[src/design/lca_pkg.sv]
`timescale 1ns / 1ps

package lca_pkg;

    // Sizes of the weight store and of the score file
    localparam int MAX_FEATURES = 64;
    localparam int MAX_CLASSES  = 16;

    // Field widths; the index fields span the store exactly
    localparam int FEAT_W  = $clog2(MAX_FEATURES);
    localparam int CLS_W   = $clog2(MAX_CLASSES);
    localparam int ADDR_W  = CLS_W + FEAT_W;
    localparam int VAL_W   = 16;
    localparam int PROD_W  = 2 * VAL_W;
    localparam int SCORE_W = 40;
    localparam int CNT_W   = 7;
    localparam int CCNT_W  = 5;

    localparam logic [CNT_W-1:0] COUNT_MAX = {CNT_W{1'b1}};

    // Configuration port
    localparam int APB_AW    = 3;
    localparam int APB_DW    = 32;
    localparam int REG_IDX_W = APB_AW - 2;

    localparam logic [REG_IDX_W-1:0] REG_FEATURE_COUNT = 1'b0;
    localparam logic [REG_IDX_W-1:0] REG_CLASS_COUNT   = 1'b1;

    // Item opcodes
    localparam logic OP_WEIGHT  = 1'b0;
    localparam logic OP_FEATURE = 1'b1;

    typedef enum logic [2:0] {
        ST_IDLE,
        ST_MAC,
        ST_CHECK,
        ST_SCAN,
        ST_RESULT
    } lca_state_t;

    // Control from the sequencer to the shared multiply-accumulate unit
    typedef struct packed {
        logic             mul_en;
        logic [CLS_W-1:0] mul_cls;
        logic             clear;
        logic [CLS_W-1:0] scan_idx;
    } mac_ctrl_t;

endpackage

[src/design/lca_mac.sv]
`timescale 1ns / 1ps

module lca_mac (
    input  logic                               clk,
    input  logic                               rst_n,
    input  lca_pkg::mac_ctrl_t                 ctrl,
    input  logic signed [lca_pkg::VAL_W-1:0]   weight,
    input  logic signed [lca_pkg::VAL_W-1:0]   feature,
    output logic signed [lca_pkg::SCORE_W-1:0] scan_score,
    output logic                               busy
);
    import lca_pkg::*;

    logic                      mul_vld_reg, mul_vld_next;
    logic [CLS_W-1:0]          mul_cls_reg, mul_cls_next;
    logic signed [PROD_W-1:0]  prod_reg, prod_next;
    logic signed [SCORE_W-1:0] score_reg [MAX_CLASSES];
    logic signed [SCORE_W-1:0] score_next;
    logic [MAX_CLASSES-1:0]    valid_reg, valid_next;
    logic [CLS_W-1:0]          idx;
    logic signed [SCORE_W-1:0] cur;

    // One read port: the accumulate slot when a product is waiting, else the scan slot
    assign idx = mul_vld_reg ? mul_cls_reg : ctrl.scan_idx;
    assign cur = valid_reg[idx] ? score_reg[idx] : '0;

    always_comb
    begin
        mul_vld_next = ctrl.mul_en;
        mul_cls_next = ctrl.mul_cls;
        prod_next    = weight * feature;
        score_next   = cur + {{(SCORE_W-PROD_W){prod_reg[PROD_W-1]}}, prod_reg};
        valid_next   = valid_reg;
        if (ctrl.clear)
        begin
            valid_next = '0;
        end
        else if (mul_vld_reg)
        begin
            valid_next[idx] = 1'b1;
        end
    end

    always_ff @(posedge clk or negedge rst_n)
    begin
        if (!rst_n)
        begin
            mul_vld_reg <= 1'b0;
            valid_reg   <= '0;
        end
        else
        begin
            mul_vld_reg <= mul_vld_next;
            valid_reg   <= valid_next;
        end
    end

    always_ff @(posedge clk)
    begin
        mul_cls_reg <= mul_cls_next;
        prod_reg    <= prod_next;
        if (mul_vld_reg)
        begin
            score_reg[mul_cls_reg] <= score_next;
        end
    end

    assign scan_score = cur;
    assign busy       = mul_vld_reg;

endmodule

[config.mk]
export PLATFORM = sky130hd
export DESIGN_NAME = lca_mac
export DESIGN_NICKNAME = d
export VERILOG_FILES = /design/src/design/lca_pkg.sv /design/src/design/lca_mac.sv
export SDC_FILE = /design/constraint.sdc
export NUM_CORES = 2
export LEC_CHECK = 0
export ABC_AREA = 1
export BUFFER_PORTS_ARGS = -buffer_cell sky130_fd_sc_hd__buf_4
export CAP_MARGIN = 5
export CORE_MARGIN = 10
export CORE_UTILIZATION = 45
export DETAILED_ROUTE_END_ITERATION = 16
export PLACE_DENSITY_LB_ADDON = 0.2
export SYNTH_ARGS = -nofsm -noshare
export SYNTH_HDL_FRONTEND = slang
export SYNTH_SLANG_ARGS = --single-unit
[constraint.sdc]
create_clock -name clk -period 7.2 [get_ports clk]
set_input_delay 0.36 -clock clk [delete_from_list [all_inputs] [get_ports clk]]
set_output_delay 0.36 -clock clk [all_outputs]
set_load 0.005 [all_outputs]
# Word-level counts from Yosys, hierarchy flattened
# Memories as Yosys holds them, arrays and structs flattened.
# Cells that the tools add are included.
[word_totals] reg_bits=53 mem_bits_rw=640 in_bits=44 output_inout_bits=41 memories=1
[classes] n_addsub=1 n_mul=1 order_cmp=2 muxes=10 bitwise=1 n_reduce_logical=2
[mem_list] memory="score_reg" words=16 width=40 rd=1 rd_clocked_by_memory_dff=0 wr=1 line_no="lca_mac.sv:17" source="logic signed [SCORE_W-1:0] score_reg [MAX_CLASSES];"
[op_table] op="$add A40 B40 Y40" n=1
[op_table] op="$mux W40" n=1
[op_table] op="$mul A16 B16 Y32" n=1
[op_table] op="$mux W16" n=2
[op_table] op="$or A16 B16 Y16" n=1
[op_table] op="$lt A4 B5 Y1 const B" n=1
[op_table] op="$bmux W1 S4" n=1
[op_table] op="$demux W1 S4" n=1
[op_table] op="$ge A4 B1 Y1 const B" n=1
[op_table] op="$mux W1" n=4
[op_table] op="$mux W4" n=1
[op_table] op="$reduce_bool A2 Y1" n=1
[op_table] op="$logic_and A1 B1 Y1" n=1

# Logic depth before layout (Yosys ltp)
[logic_depth] depth_word=8 depth_mapped=30

# Least setup slack after synthesis
# OpenSTA, ideal clock, no wires.
[synth_path] path_kind="input port to flip-flop" start="in feature[7] (netlist bit)" end="reg prod_reg[21]" t_arrival_ps=5254 slack_ps=1822 cell_stages=21 cell_sequence="clkbuf_1 -> clkbuf_1 -> nand2_1 -> fa_1 -> inv_1 -> fa_1 -> inv_1 -> fa_1 -> inv_1 -> fa_1 -> fa_1 -> inv_1 -> fa_1 -> inv_1 -> ha_1 -> a21o_1 -> a21oi_1 -> o21ai_0 -> a21oi_1 -> o21bai_1 -> xor2_1"
[synth_via] elab_chain_cells=1
[synth_rtl] element="start: declaration" line_no="lca_mac.sv:8" source="input logic signed [lca_pkg::VAL_W-1:0] feature,"
[synth_rtl] element="$mul A16 B16 Y32" line_no="lca_mac.sv:31" source="prod_next = weight * feature;"
[synth_rtl] element="named net prod_next[21]" line_no="lca_mac.sv:16" source="logic signed [PROD_W-1:0] prod_reg, prod_next;"
[synth_rtl] element="end signal: assignment" line_no="lca_mac.sv:61" source="prod_reg <= prod_next;"
[synth_rtl] element="end: declaration" line_no="lca_mac.sv:16"
# The timed path passes the listed nets, and every way through them passes these cells.
# A chain may end at the register's enable or synchronous reset.

# Final worst setup path
[layout_path] start="reg mul_vld_reg, in the netlist busy" end="mem score_reg[10][28], data pin"
[layout_via] elab_chain_cells=5 word_cells_on_any_way=6 cone_classes="add/sub (1); mux (4); memory (1)"
[layout_rtl] element="start: declaration" line_no="lca_mac.sv:14" source="logic mul_vld_reg, mul_vld_next;"
[layout_rtl] element="start signal: assignment" line_no="lca_mac.sv:53" source="mul_vld_reg <= mul_vld_next;"
[layout_rtl] element="$mux W4 *" line_no="lca_mac.sv:24" source="assign idx = mul_vld_reg ? mul_cls_reg : ctrl.scan_idx;"
[layout_rtl] element="$bmux W1 S4" line_no="lca_mac.sv:25" source="assign cur = valid_reg[idx] ? score_reg[idx] : '0;"
[layout_rtl] element="$mux W1 (implied by the code)" line_no="lca_mac.sv:25"
[layout_rtl] element="$mux W40 *" line_no="lca_mac.sv:25"
[layout_rtl] element="$add A40 B40 Y40 *" line_no="lca_mac.sv:32" source="score_next = cur + {{(SCORE_W-PROD_W){prod_reg[PROD_W-1]}}, prod_reg};"
[layout_rtl] element="named net score_next[28]" line_no="lca_mac.sv:18" source="logic signed [SCORE_W-1:0] score_next;"
[layout_rtl] element="end: declaration" line_no="lca_mac.sv:17"
# The timed path passes the listed nets; every way through them passes the cells marked *. The select of a mux whose other input is x is not followed.

==> impl_metrics.tcl <==
set metrics [dict create \
    outcome "completed" \
    n_fill_cell 7648 \
    avgRoutedWirePerCell_um 21.6 \
    arrival_ns 6.51 \
    multi_input_area_um2 15200 \
    synth.distinct_cells 46 \
    async_reset_ff_frac 0.0245 \
    drive_gt1_frac 0.0740 \
    vias 26500 \
    cts_tree "done" \
    ios 85 \
    period_needed_ns 6.22 \
    post_dp_cell_area_um2 40900 \
    finalWeightedCongestion 0.935 \
    diodes 0 \
    final_cell_mix "inv_1 (731), nand2_1 (710), edfxtp_1 (640), o21ai_0 (330), fa_1 (263)" \
    cts_root_buffer "clkbuf_16" \
    die_y_um 314 \
    fp.dieW_um 314 \
    final.setup_skew_ns 0.0300 \
    row_count 107 \
    hpwl_um 69000 \
    path_cells "o21ai_2 > inv_1 > nand2_1 > nand2_1 > nand2_1 > nand2_1 > nor2_2 > inv_2 > buf_4 > nor2_1 > ha_1 > inv_1 > fa_1 > o31ai_1 > nand4_1 > nand2_1 > nand3_1 > nand2_1 > xor2_1" \
    vdd_ir_drop_max_v 0.000617 \
    hold-worst-slack_ns 0.0346 \
    path_buf_inv 4 \
    seq_area_um2 20400 \
    antenna_left 0 \
    ys_warn_count 0 \
    max_cap_violations 0 \
    endpoint_kind "register" \
    cp_slowest_stage_delay_ns 0.75 \
    grt_pass1_wl_um 163000 \
    timing.critical_path.from "busy" \
    hold_violations 0 \
    final_common_cell "inv_1" \
    cts_buffers 75 \
    clk_latency_ns 0.64 \
    largest_reg_flops 640 \
    path_class "register to register" \
    max_slew_margin 0.167 \
    setup_tns_ns 0 \
    startpoint_type "register" \
    ctsResizeCount 0 \
    cp_common_cell "nand2_1" \
    core_area_um2 85500 \
    gr-total-overflow 0 \
    cp_top_family "simple AND/OR/NAND/NOR gates" \
    die-area_um2 98700 \
    netlist_area_um2 39000 \
    synth-seq-cells 693 \
    htreeDepth 3 \
    critPathMaxFanout 33 \
    antenna_found_initial 2 \
    hold_class "input pin to register" \
    hold_depth 2 \
    post-route-period-util 0.864 \
    worstReg2RegStart "busy" \
    clk_pin_slew_ns 0.06 \
    cp-endpoint "score_reg[10][28]" \
    first_global_vias 26400 \
    power_leakage_nw 18.6 \
    worstSetupPathDepth 19 \
    drt_wl_total_um 108000 \
    ys_seq_area_frac 0.523 \
    power_density_nw_per_um2 531 \
    rrSetupSlack_ns 0.98 \
    syn_nets 4151 \
    fmaxAchievable_mhz 161 \
    start_util 0.455 \
    dr.pass1.iters 5 \
    syn2layout_area_growth_pct 11.2 \
    fin_area_um2 43300 \
    rsz0062_at_grt "false" \
    nNetsFinal 4221 \
    io_buffers 84 \
    crit_slowest_cell "xor2_1" \
    drtIter0Drc 2453 \
    ff2ff_path_depth 19 \
    grt_max_degree 86 \
    finalMaxSlewViolations 0 \
    grt_usage 0.217 \
    required_ns 7.49 \
    route.detailed.drc 0 \
    netlist_instances 3723 \
    r2r-end "score_reg[10][28]" \
    synth-edff-count 640 \
    clockBufferDepth 3 \
    syn_area_per_cell_um2 10.5 \
    setup_violations 0 \
    clkSinkCount 693 \
    vias_per_cell 5.31 \
    synth_top_flop_cell "edfxtp_1" \
    tightest_slew_ns 1.24 \
]
==> worst min-delay path by stage <==
stage	startpoint	slack, ns	end
3_3_place_gp	rst_n	0.24	valid_reg[12]
5_1_grt	ctrl[4]	0.03	valid_reg[1]
3_5_place_dp	rst_n	0.25	valid_reg[9]
6_report	ctrl[4]	0.03	valid_reg[2]
4_1_cts	ctrl[4]	0.004	valid_reg[5]
2_1_floorplan	rst_n	0.06	busy
==> logic make-up (layout without fill, tap and decap cells) <==
kind of cell | count (synthesis) | after routing | synth area share
AND/OR/NAND/NOR | 1038 | 1038 | 0.109
buffers and inverters | 893 | 1021 | 0.0888
XOR/XNOR | 58 | 58 | 0.0130
flip-flops | 693 | 693 | 0.523
AO/OA/AOI/OAI | 657 | 657 | 0.0923
adder cells (fa/ha/maj) | 384 | 384 | 0.174
==> synthesized netlist by cell type (8+ instances only) <==
cell type,instances,area [um2]
inv_1,739,2770
a21oi_1,102,510
nand4_1,52,325
o21ai_0,330,1650
clkbuf_1,94,353
fa_1,263,5270
xor2_1,37,324
buf_2,43,215
nor2_1,172,646
o21ai_1,25,125
a22oi_1,8,60.1
nand3_1,51,255
a21o_1,10,75.1
dfrtp_1,17,425
ha_1,121,1510
xnor2_1,21,184
edfxtp_1,640,19200
dfxtp_1,36,721
nor3_1,22,110
o22ai_1,152,951
nand2_1,710,2670
o21bai_1,14,105
==> what timing repair did <==
action,in CTS,in global routing
buffers inserted,0,0
hold buffers,6,0
hold endpoints to repair,22,0
==> cell type report <==
class,instances,share of cell area
clock buffer,97,0.0460
clock inverter,38,0.00902
inverter,745,0.0647
multi-input combinational,2137,0.351
sequential,693,0.470
tap,1144,0.0331
timing repair buffer,141,0.0257
==> power breakdown <==
part | internal (mW) | leakage [nW] | total [mW] | switching, mW
logic | 4.15 | 11.1 | 12.7 | 8.57
registers | 6.40 | 6.32 | 6.57 | 0.171
clock network | 2.10 | 1.17 | 3.71 | 1.62
total | 12.7 | 18.6 | 23.0 | 10.4
==> metal layers <==
layer  share of wire  vias up  global-route usage  wire, um
met5               0        -                   0         0
met4           0.018        0              0.0458      1950
met3           0.066      131              0.0263      7130
met2            0.48      871               0.358     51500
met1            0.44    13200               0.306     47400
li1                -    12300                   -         -
==> through the flow <==
stage	power (mW)	setup slack [ns]	instances	util
after CTS	23.1	1.01	4995	0.506
after floorplan	15.2	1.82	3723	-
final	23.0	0.980	4995	0.506
after global routing	25.0	0.628	4995	0.506
after global placement	19.3	1.05	4854	0.478
after detailed placement	19.3	1.03	4854	0.478
==> worst register-to-register path, cell delays in order (launching register included) <==
cell and delay, ns:
dfrtp_1 0.52, o21ai_2 0.64, inv_1 0.33, nand2_1 0.15
nand2_1 0.07, nand2_1 0.06, nand2_1 0.06, nor2_2 0.19
inv_2 0.16, buf_4 0.36, nor2_1 0.44, ha_1 0.33
inv_1 0.08, fa_1 0.47, o31ai_1 0.72, nand4_1 0.17
nand2_1 0.22, nand3_1 0.10, nand2_1 0.09, xor2_1 0.75
(Power assumes the default switching activity.)
